$ cat config.mk
export PLATFORM = sky130hd
export DESIGN_NAME = qcs_emit
export DESIGN_NICKNAME = d
export VERILOG_FILES = /design/src/rtl/quad_convexify_split_macros.svh /design/src/rtl/qcs_pkg.sv /design/src/rtl/qcs_emit.sv
export SDC_FILE = /design/constraint.sdc
export NUM_CORES = 1
export LEC_CHECK = 0
export BUFFER_PORTS_ARGS = -buffer_cell sky130_fd_sc_hd__clkbuf_2
export CAP_MARGIN = 15
export CORE_MARGIN = 2
export CORE_UTILIZATION = 45
export CTS_CLUSTER_DIAMETER = 120
export DETAILED_ROUTE_END_ITERATION = 6
export PLACE_DENSITY = 0.72
export SYNTH_ARGS = -nofsm -noshare
export SYNTH_HDL_FRONTEND = slang
export SYNTH_SLANG_ARGS = --single-unit
$ cat constraint.sdc
create_clock -name clock -period 25.5 [get_ports clock]
set_input_delay 5.1 -clock clock [delete_from_list [all_inputs] [get_ports clock]]
set_output_delay 5.1 -clock clock [all_outputs]
set_load 0.03 [all_outputs]
$ cat src/rtl/quad_convexify_split_macros.svh
// Assertion helpers shared by the RTL; both sample on clock and stand down in reset.
`ifndef QUAD_CONVEXIFY_SPLIT_MACROS_SVH
`define QUAD_CONVEXIFY_SPLIT_MACROS_SVH

// Same-cycle implication.
`define QCS_ASSERT_SAME(label, ante, cons, msg) \
   label: assert property (@(posedge clock) disable iff (reset) (ante) |-> (cons)) \
      else $error(msg);

// Next-cycle implication.
`define QCS_ASSERT_NEXT(label, ante, cons, msg) \
   label: assert property (@(posedge clock) disable iff (reset) (ante) |=> (cons)) \
      else $error(msg);

`endif

$ cat src/rtl/qcs_pkg.sv
package qcs_pkg;

   localparam int COORD_WIDTH = 24;
   localparam int DIFF_WIDTH  = COORD_WIDTH + 1;
   localparam int PROD_WIDTH  = 2 * DIFF_WIDTH;
   localparam int DET_WIDTH   = PROD_WIDTH + 1;
   localparam int CPROD_WIDTH = 2 * COORD_WIDTH;
   localparam int CONST_WIDTH = CPROD_WIDTH + 1;
   localparam int NUM_WIDTH   = 3 * COORD_WIDTH + 3;
   localparam int NUM_CORNERS = 4;
   localparam int NUM_SLOTS   = 6;

   typedef logic signed [COORD_WIDTH-1:0] coord_type;
   typedef logic signed [DIFF_WIDTH-1:0]  diff_type;
   typedef logic signed [PROD_WIDTH-1:0]  prod_type;
   typedef logic signed [DET_WIDTH-1:0]   det_type;
   typedef logic signed [CPROD_WIDTH-1:0] cprod_type;
   typedef logic signed [CONST_WIDTH-1:0] const_type;
   typedef logic signed [NUM_WIDTH-1:0]   num_type;
   typedef logic [1:0]                    corner_idx_type;
   typedef logic [2:0]                    slot_cnt_type;

   typedef enum logic [1:0] {
      STATUS_CONVEX    = 2'd0,
      STATUS_ONE_THREE = 2'd1,
      STATUS_TWO_TWO   = 2'd2,
      STATUS_ERROR     = 2'd3
   } status_type;

   typedef struct packed {
      coord_type corner0_x;
      coord_type corner0_y;
      coord_type corner1_x;
      coord_type corner1_y;
      coord_type corner2_x;
      coord_type corner2_y;
      coord_type corner3_x;
      coord_type corner3_y;
   } req_type;

   typedef struct packed {
      status_type status;
      logic       piece;
      logic [1:0] corner_slot;
      coord_type  out_x;
      coord_type  out_y;
      logic       last_flag;
   } rsp_type;

   // Classified quad: emission order and the corners it needs.
   typedef struct packed {
      status_type                      status;
      slot_cnt_type                    last_idx;
      corner_idx_type [NUM_SLOTS-1:0]  pick;
      corner_idx_type                  split_k;
      coord_type [NUM_CORNERS-1:0]     px;
      coord_type [NUM_CORNERS-1:0]     py;
   } quad_type;

   // Divider operands: magnitudes, signs, overflow flags and a zero-determinant flag.
   typedef struct packed {
      logic [NUM_WIDTH-1:0] num_x;
      logic [NUM_WIDTH-1:0] num_y;
      logic [DET_WIDTH-1:0] den;
      logic                 neg_x;
      logic                 neg_y;
      logic                 ovf_x;
      logic                 ovf_y;
      logic                 det_zero;
   } div_req_type;

   typedef struct packed {
      div_req_type            op;
      logic [COORD_WIDTH-1:0] quo_x;
      logic [COORD_WIDTH-1:0] quo_y;
   } div_state_type;

   function automatic diff_type sub_coord(coord_type a, coord_type b);
      return diff_type'(a) - diff_type'(b);
   endfunction

   function automatic prod_type mul_diff(diff_type a, diff_type b);
      return prod_type'(a) * prod_type'(b);
   endfunction

   function automatic cprod_type mul_coord(coord_type a, coord_type b);
      return cprod_type'(a) * cprod_type'(b);
   endfunction

   // Upper signed slice of a constant term.
   function automatic diff_type const_hi(const_type c);
      return diff_type'(c[CONST_WIDTH-1:COORD_WIDTH]);
   endfunction

   // Lower unsigned slice, zero-extended to a signed operand.
   function automatic diff_type const_lo(const_type c);
      return diff_type'({1'b0, c[COORD_WIDTH-1:0]});
   endfunction

endpackage

$ cat src/rtl/qcs_emit.sv
module qcs_emit (
   input  logic               clock,
   input  logic               reset,
   input  logic               in_valid,
   input  qcs_pkg::quad_type  in_quad,
   input  qcs_pkg::coord_type in_x,
   input  qcs_pkg::coord_type in_y,
   input  logic               in_det_zero,
   output logic               load,
   output logic               rsp_valid,
   output qcs_pkg::rsp_type   rsp_item
);

   logic                  active_ff;
   qcs_pkg::slot_cnt_type cnt_ff, last_ff, last_in;
   qcs_pkg::status_type   status_ff, status_in;
   qcs_pkg::quad_type     quad_ff;
   qcs_pkg::coord_type    ix_ff, iy_ff;
   logic                  at_last, use_x;
   qcs_pkg::corner_idx_type corner;

   assign at_last = (cnt_ff == last_ff);
   assign load    = in_valid && (!active_ff || at_last);

   always_comb begin
      status_in = in_quad.status;
      last_in   = in_quad.last_idx;
      if (in_quad.status == qcs_pkg::STATUS_TWO_TWO && in_det_zero) begin
         status_in = qcs_pkg::STATUS_ERROR;
         last_in   = '0;
      end
   end

   always_ff @(posedge clock) begin
      if (reset) begin
         active_ff <= 1'b0;
         cnt_ff    <= '0;
      end else if (load) begin
         active_ff <= 1'b1;
         cnt_ff    <= '0;
      end else if (active_ff && at_last) begin
         active_ff <= 1'b0;
      end else if (active_ff) begin
         cnt_ff <= cnt_ff + 3'd1;
      end
   end

   always_ff @(posedge clock) begin
      if (load) begin
         status_ff <= status_in;
         last_ff   <= last_in;
         quad_ff   <= in_quad;
         ix_ff     <= in_x;
         iy_ff     <= in_y;
      end
   end

   always_comb begin
      corner = quad_ff.pick[cnt_ff];
      use_x  = (status_ff == qcs_pkg::STATUS_TWO_TWO) && (cnt_ff == 3'd2 || cnt_ff == 3'd5);
      rsp_item.status      = status_ff;
      rsp_item.piece       = (status_ff != qcs_pkg::STATUS_CONVEX) && (cnt_ff >= 3'd3);
      rsp_item.corner_slot = rsp_item.piece ? 2'(cnt_ff - 3'd3) : cnt_ff[1:0];
      rsp_item.out_x       = use_x ? ix_ff : quad_ff.px[corner];
      rsp_item.out_y       = use_x ? iy_ff : quad_ff.py[corner];
      rsp_item.last_flag   = at_last;
      if (status_ff == qcs_pkg::STATUS_ERROR) begin
         rsp_item.out_x = '0;
         rsp_item.out_y = '0;
      end
   end

   assign rsp_valid = active_ff;

endmodule
==> results of run 1 <==
[critical path, stage by stage]
cell and delay [ps]:
clkbuf_2 90, and2_4 590, clkbuf_2 330
[stage by stage]
stage          hold WS, ps  setup WS [ps]  std cells   util
2_1_floorplan          613           9300        551      -
3_3_place_gp           622          14280       1122  0.540
3_5_place_dp           645          14250       1122  0.540
4_1_cts                648          14260       1169  0.577
5_1_grt                706          14210       1169  0.577
6_report               654          14280       1169  0.577
[sequential cells by signal, indices dropped and copies added, names as in the netlist]
register and cells:
cnt_ff 3, ix_ff 24, iy_ff 24, last_ff 3, quad_ff 204, rsp_valid 1, status_ff 2
[area by class of cell]
class | count | share of cell area
flip-flops and latches | 261 | 0.621
multi-input cells | 250 | 0.152
repair buffers | 327 | 0.133
clock buffers | 33 | 0.0556
well taps | 280 | 0.0279
clock inverters | 14 | 0.00957
inverters | 4 | 0.00120
[logic make-up (layout without fill, tap and decap cells)]
logic type,after synthesis,count (layout)
simple gates,79,79
compound gates,106,106
xor+xnor,4,4
fa+ha+maj,4,4
buf+inv,40,378
flops,261,261
mux,57,57
[worst paths after layout]
path	depth (start not counted)	end	start	slack [ps]
setup / recovery	3	load	in_valid	14280
hold / removal	2	cnt_ff[2]	cnt_ff[2]	650
setup reg to reg	5	quad_ff[0]	cnt_ff[1]	21210
hold reg to reg	2	cnt_ff[2]	cnt_ff[2]	650
[power by group through the flow]
| stage | Sequential [µW] | Combinational (µW) | Clock, µW |
|---|---|---|---|
| final | 513 | 145 | 367 |
| after floorplan | 527 | 92.4 | 0 |
| after detailed placement | 522 | 146 | 0 |
| after global placement | 521 | 144 | 0 |
| after CTS | 513 | 146 | 376 |
| after global routing | 515 | 155 | 393 |
[cell usage after synthesis (2+ instances only)]
| cell type | instances | share of area |
|---|---|---|
| dfxtp_1 | 4 | 0.0081 |
| nand3_1 | 2 | 0.0010 |
| xor2_1 | 3 | 0.0026 |
| nand3b_1 | 2 | 0.0015 |
| nor2_1 | 57 | 0.022 |
| ha_1 | 4 | 0.0050 |
| a222oi_1 | 2 | 0.0020 |
| edfxtp_1 | 257 | 0.78 |
| a221oi_2 | 4 | 0.0061 |
| a21oi_1 | 3 | 0.0015 |
| clkbuf_1 | 19 | 0.0072 |
| a221oi_1 | 43 | 0.038 |
| buf_6 | 7 | 0.0079 |
| buf_4 | 3 | 0.0023 |
| nor2b_1 | 2 | 0.0013 |
| mux2_2 | 7 | 0.0079 |
| inv_1 | 4 | 0.0015 |
| buf_2 | 4 | 0.0020 |
| nand2_1 | 7 | 0.0026 |
| mux2i_1 | 48 | 0.048 |
| and2_1 | 5 | 0.0032 |
| a31oi_1 | 2 | 0.0013 |
| a211oi_1 | 47 | 0.036 |
[layer usage]
layer | GRT usage | up-vias | routed length (µm)
met3 | 0.0449 | 50 | 1940
met4 | 0.0714 | 0 | 765
met1 | 0.243 | 3014 | 8920
met5 | 0 | - | 0
li1 | - | 2871 | -
met2 | 0.340 | 335 | 11900
==> metrics, run 1 <==
result of the run=finished, final reports clean; dpl cell area=11,700 µm²; area of the mapped netlist=9920 µm²; gr ovfl total=0; Total Nets Final=1,137; DRT antenna net count=0; largest net degree at the start of global routing=76; area occupied by registers=7800 µm²; antenna diode count=0; number of antenna violations at the first check in global routing=0; Clock power frac=0.358; top achievable clock speed=89.1 MHz; area enclosed by the die boundary=23,300 µm²; number of instances resized during post-cts repair=0; quantity of hold-fixing buffers added after cts=0; library cells used by synthesis=38; top library cells by usage in the layout, fill and taps aside=316 x clkbuf_2, 257 x edfxtp_1, 56 x nor2_1; final worst path period share=0.440; violation count after the first detailed-route iteration=492; fraction of power spent switching nets=0.251; fraction of final layout cells sized beyond drive strength 1=0.427; CP Capture Type=primary output; clock skew after layout=6.85 ps; overall die height=152 µm; path type of the worst min-delay path=reg2reg; CTS tree=done; WL/cell=20.1 µm; required arrival time at the worst endpoint=20,400 ps; DRC violation count after routing=0; leakage power figure=0.00500 µW; synthesized netlist cell count=551; Synth-to-Final Area Change=26.6%; adder and majority gate portion of the synthesized area=0.00504; number of enable-type register cells in the synthesized netlist=257; worst-skew pair later-pin latency=520 ps; Crit Path Max Fanout=47; IO Count=319; Starting Density=0.456; simple-gate portion of the synthesized area=0.0341; Crit Path Class=in2out; Initial DRT Pass Iterations=5; arrival time of data at the critical path endpoint=6120 ps; worst vdd ir=0.0580 mV; Chip Width=152 µm; Pins Over Slew Limit=0; Floorplan Core Area=21,800 µm²; number of synthesized register bits=261; total CTS buffers=26; total vias in the final route=6,270; CTS HTree Levels=1; fraction of the mapped netlist area in compound gates=0.0888; CTS Root Buffer Type=clkbuf_16; Design Area, Final=12,600 µm²; multiplexer area fraction after synthesis=0.0590; post-layout min period=11,220 ps; setup repair after global routing missed its margin=false; wire length of the first global-routing pass=35,300 µm; count of fill cells added during filler insertion=1,716; Post-Syn Area per Cell=18.0 µm²; crit start category=primary input; CTS Buffer Depth=3; switching pwr=257 µW; Tot Pwr=1030 µW; routed via count divided by cell count=5.36; share of synthesized area occupied by flip-flops and latches=0.786; half-perimeter wire length after placement=15,700 µm; setup TNS=0 ps; total track usage=0.196; Clock transition at path regs=60 ps; final RePlAce weighted congestion=0.810; max_cap viols=0; DRT Wirelength=23,500 µm; Multi-input gate area=1910 µm²; row cnt=54; count of buffers added by post-CTS timing repair for setup=0; top flip-flop cell by instance count after synthesis=edfxtp_1; proportion of synthesized flip-flops having asynchronous set or reset=0; Max-slew headroom=0.355; final setup violation count=0; largest family of logic cells by synthesized area=compound AO/OA/AOI/OAI gates; number of clock sinks=261; synthesized-area fraction occupied by xor and xnor cells=0.00353; vias in the first global route=6,351; Synth warnings=0; portion of total power attributed to sequential cells=0.501; slew at the pin closest to its max-slew limit=968 ps; most common library cell in the layout ignoring fill and taps=clkbuf_2; Power Internal=768 µW; PwrDens=81.6 nW/µm²; portion of total power attributed to combinational logic=0.141; number of buffers added on ports=316; Net Count, Synth=818; count of final hold-check violations=0
Power figures use the tool's default switching activity.
==> inputs of run 2 (changes only) <==
clock period = 11.4 ns   (was 25.5 ns; I/O delays follow)
==> run 2 against run 1 <==
  * Clock power increased by 140%
  * Largest power group unchanged
  * Die area unchanged
  * Sequential power increased by 120%
  * Combinational power increased by 120%
  * Register-to-register slack got worse by 13000 ps
  * Utilization increased by 0.39 points
  * Total power increased by 130%
  * Clock skew increased by 6.9 ps
  * Critical path depth increased by 4
  * First-iteration DRC count decreased by 16%
==> metrics, run 2 (same netlist as run 1, synthesis figures left out) <==
result of the run=finished, final reports clean; total CTS buffers=28; half-perimeter wire length after placement=15,400 µm; slew at the pin closest to its max-slew limit=1020 ps; Synth-to-Final Area Change=27.4%; violation count after the first detailed-route iteration=411; area enclosed by the die boundary=23,300 µm²; delay of the slowest critical-path stage=850 ps; PwrDens=186 nW/µm²; Initial DRT Pass Iterations=5; number of buffers added on ports=316; Clock transition at path regs=60 ps; number of antenna violations at the first check in global routing=0; row cnt=54; worst-skew pair later-pin latency=530 ps; CP Capture Type=primary output; max_cap viols=0; number of instances resized during post-cts repair=0; worst reg-to-reg path cell count=4; total vias in the final route=6,269; DRC violation count after routing=0; worst vdd ir=0.135 mV; overall die height=152 µm; final worst path period share=0.533; CTS Buffer Depth=3; clock skew after layout=13.7 ps; total track usage=0.196; top library cells by usage in the layout, fill and taps aside=316 x clkbuf_2, 257 x edfxtp_1, 56 x nor2_1; least setup slack across all paths after layout=5320 ps; Max-slew headroom=0.318; number of stages on the worst setup path=7; leakage power figure=0.00504 µW; IO Count=319; Pins Over Slew Limit=0; leading registers by flop count=quad_ff: 204 flops, ix_ff: 24 flops, iy_ff: 24 flops; Crit path max-delay family=compound AO/OA/AOI/OAI gates; WL/cell=20.1 µm; top achievable clock speed=164 MHz; count of fill cells added during filler insertion=1,721; count of buffers added by post-CTS timing repair for setup=0; crit path cell chain=mux2_2 > a222oi_1 > a21oi_4 > buf_4 > a221oi_1 > a211oi_1 > clkbuf_2; CTS Root Buffer Type=clkbuf_16; gr ovfl total=0; Total Nets Final=1,138; CTS tree=done; worst-case setup slack after placement=5690 ps; dpl cell area=11,700 µm²; path type of the worst min-delay path=reg2reg; final setup violation count=0; setup TNS=0 ps; vias in the first global route=6,421; largest register by flop count=quad_ff; number of clock sinks=261; required arrival time at the worst endpoint=9120 ps; DRT antenna net count=0; CTS HTree Levels=1; final RePlAce weighted congestion=0.806; wire length of the first global-routing pass=35,300 µm; quantity of hold-fixing buffers added after cts=0; antenna diode count=0; Largest register FFs=204; count of final hold-check violations=0; Chip Width=152 µm; setup repair after global routing missed its margin=false; Crit Path Class=reg2out; cell at the slowest stage of the critical path=a222oi_1; most common library cell in the layout ignoring fill and taps=clkbuf_2; depth of the worst hold-timing path=2; arrival time of data at the critical path endpoint=3800 ps; CP Buf/Inv Count=2; post-layout min period=6080 ps; largest net degree at the start of global routing=138; crit start category=flop; routed via count divided by cell count=5.35; Crit Path Max Fanout=24; DRT Wirelength=23,600 µm; Starting Density=0.456; Floorplan Core Area=21,800 µm²; fraction of final layout cells sized beyond drive strength 1=0.426; Design Area, Final=12,600 µm²
-- run 2: cell types whose count changed in the layout (fill, tap and decap cells not counted), sizes merged --
cell and change:
bufinv +1, clkinvlp -1, buf -1, clkbuf +3, inv +1
-- run 2: worst paths after layout --
path | from | endpoint | slack, ps
worst min-delay path | cnt_ff[2] | cnt_ff[2] | 640
worst max register to register | cnt_ff[1] | iy_ff[20] | 7880
worst max-delay path | cnt_ff[1] | rsp_item[41] | 5320
worst min register to register | cnt_ff[2] | cnt_ff[2] | 640
-- run 2: layout make-up --
cell class	count	area, µm²	share of cell area
clock buffers	36	752	0.0595
flip-flops and latches	261	7800	0.617
multi-input cells	250	1910	0.151
inverters	4	15.0	0.00119
repair buffers	326	1670	0.132
well taps	280	350	0.0277
clock inverters	15	145	0.0115
-- run 2: through the flow --
stage               total power (µW)  hold WS (ps)  cells  utilization
CTS                             2370           641   1172        0.581
finish                          2350           641   1172        0.581
floorplan                       1390           613    551            -
detailed placement              1490           633   1121        0.540
global placement                1490           619   1121        0.540
global route                    2430           690   1172        0.581
-- run 2: metal layers --
layer | GRT usage | wire (µm) | up-vias
met3 | 0.0432 | 1810 | 61
li1 | - | - | 2880
met4 | 0.0763 | 924 | 0
met1 | 0.237 | 8930 | 3028
met2 | 0.343 | 11900 | 300
met5 | 0 | 0 | -
-- run 2: tightest hold or removal path: cells and delay by family (launching register included) --
family / cells / cell delay, ps
AO/OA/AOI/OAI: 1 / 160
AND/OR/NAND/NOR: 1 / 40
flip-flops: 1 / 390
-- run 2: power breakdown --
part	leakage [µW]	internal [µW]	switching [µW]	total, µW
clock	0.000439	530	350	880
combinational	0.00211	111	213	324
sequential	0.00249	1130	17.9	1150
==> inputs of run 3 (changes only) <==
PLACE_DENSITY = 0.75   (was 0.72)
clock period = 5.1 ns   (was 11.4 ns; I/O delays follow)
==> run 3 against run 2 <==
  * Utilization down 0.057 points
  * First-iteration DRC count up 2.4%
  * Critical path depth unchanged
  * Combinational power up 130%
  * Clock skew up 4.4 ps
  * Critical path type unchanged
  * Largest cell class unchanged
==> metrics, run 3 (same netlist as run 1, synthesis figures left out) <==
result of the run=finished, final reports clean; met2 track demand over resource in global routing=0.340; clock skew after layout=18.1 ps; number of clock sinks=261; Clock transition at path regs=60 ps; DRC violation count after routing=0; CTS HTree Levels=1; portion of total power attributed to sequential cells=0.499; leading registers by flop count=quad_ff: 204 flops, ix_ff: 24 flops, iy_ff: 24 flops; post-layout min period=4670 ps; Starting Density=0.456; top achievable clock speed=214 MHz; most common library cell in the layout ignoring fill and taps=clkbuf_2; Floorplan Core Area=21,800 µm²; number of antenna violations at the first check in global routing=1; top library cells by usage in the layout, fill and taps aside=316 x clkbuf_2, 257 x edfxtp_1, 56 x nor2_1; gr ovfl total=0; portion of total power attributed to combinational logic=0.142; dpl cell area=11,800 µm²; Chip Width=152 µm; number of buffers added on ports=316; flop2flop setup slack=1780 ps; DRT Wirelength=23,400 µm; leakage power figure=0.00503 µW; max_cap viols=0; Power Internal=3850 µW; count of final hold-check violations=0; CP Capture Type=primary output; CTS Root Buffer Type=clkbuf_16; violation count after the first detailed-route iteration=421; crit start category=flop; cell at the slowest stage of the critical path=dfxtp_1; final RePlAce weighted congestion=0.790; area enclosed by the die boundary=23,300 µm²; switching pwr=1300 µW; setup TNS=0 ps; Design Area, Final=12,600 µm²; count of buffers added by post-CTS timing repair for setup=0; Initial DRT Pass Iterations=5; crit path cell chain=mux2_2 > a222oi_1 > buf_12 > buf_4 > mux2i_1 > a211oi_1 > clkbuf_2; delay of the slowest critical-path stage=630 ps; IO Count=319; total vias in the final route=6,277; most heavily used metal layer in global routing=met2; quantity of hold-fixing buffers added after cts=0; fraction of power spent switching nets=0.252; met3 capacity usage during global routing=0.0424; Total Nets Final=1,139; Crit path max-delay family=compound AO/OA/AOI/OAI gates; PwrDens=408 nW/µm²; worst-skew pair later-pin latency=530 ps; CP Buf/Inv Count=3; worst vdd ir=0.258 mV; largest register by flop count=quad_ff; WL/cell=19.9 µm; CTS Buffer Depth=3; routed via count divided by cell count=5.35; slew at the pin closest to its max-slew limit=1060 ps; total track usage=0.196; DRT antenna net count=0; Clock power frac=0.359; total CTS buffers=27; final setup violation count=0; wire length of the first global-routing pass=35,200 µm; Crit Path Max Fanout=42; Largest register FFs=204; largest net degree at the start of global routing=152; fraction of final layout cells sized beyond drive strength 1=0.434; row cnt=54; fraction of met1 tracks used by global routing=0.237; Synth-to-Final Area Change=27.3%; CTS tree=done; final core area utilization=0.580; path type of the worst min-delay path=reg2reg; overall die height=152 µm; setup repair after global routing missed its margin=false; required arrival time at the worst endpoint=4080 ps; Crit Path Class=reg2out; vias in the first global route=6,368; number of instances resized during post-cts repair=0; Max-slew headroom=0.288; final worst path period share=0.915; Pins Over Slew Limit=0; arrival time of data at the critical path endpoint=3650 ps; half-perimeter wire length after placement=15,600 µm
[run 3: cell count changes in the layout (fill, tap and decap cells not counted)]
cell and delta:
buf_12 +2, clkinv_1 -3, clkinvlp_4 +3, clkbuf_1 -4, diode_2 +1, bufinv_16 -1, clkinv_2 +4, clkinv_4 +1
clkbuf_16 -2
[run 3: per-layer routing]
| layer | up-vias | wire (µm) |
|---|---|---|
| li1 | 2884 | - |
| met1 | 3036 | 8750 |
| met2 | 298 | 11900 |
| met3 | 59 | 1820 |
| met4 | 0 | 884 |
| met5 | - | 0 |
[run 3: worst register-to-register path, delay by kind of cell (launching register included)]
| kind | cells | cell delay (ps) |
|---|---|---|
| simple gates | 1 | 570 |
| buf+inv | 1 | 800 |
| flops | 1 | 630 |
| compound gates | 1 | 740 |
| xor+xnor | 1 | 150 |
[run 3: cell type report]
class                   instances  area (µm²)
clock inverters                19         155
well taps                     280         350
repair buffers                328        1710
fillers                      1684        9130
diodes                          1        2.50
flip-flops and latches        261        7800
multi-input cells             250        1910
clock buffers                  30         687
inverters                       4        15.0
[run 3: path summary, 6_finish.rpt]
path              startpoint      endpoint  depth (start not counted)
setup / recovery   cnt_ff[1]  rsp_item[36]                          7
hold / removal     cnt_ff[2]     cnt_ff[2]                          2
setup reg to reg   cnt_ff[1]    quad_ff[1]                          4
hold reg to reg    cnt_ff[2]     cnt_ff[2]                          2
[run 3: power groups by stage]
| stage | Clock (µW) | Sequential [µW] | Combinational (µW) |
|---|---|---|---|
| global route | 1980 | 2580 | 785 |
| global placement | 0 | 2600 | 723 |
| CTS | 1890 | 2570 | 740 |
| floorplan | 0 | 2610 | 463 |
| detailed placement | 0 | 2610 | 736 |
| finish | 1850 | 2570 | 732 |
[run 3: stage by stage]
stage	power [µW]	setup slack, ps	std cells	hold WS [ps]
after floorplan	3070	895	551	613
after CTS	5200	378	1172	636
after global routing	5340	226	1173	635
final	5150	432	1173	654
after detailed placement	3350	963	1123	638
after global placement	3330	1040	1123	626
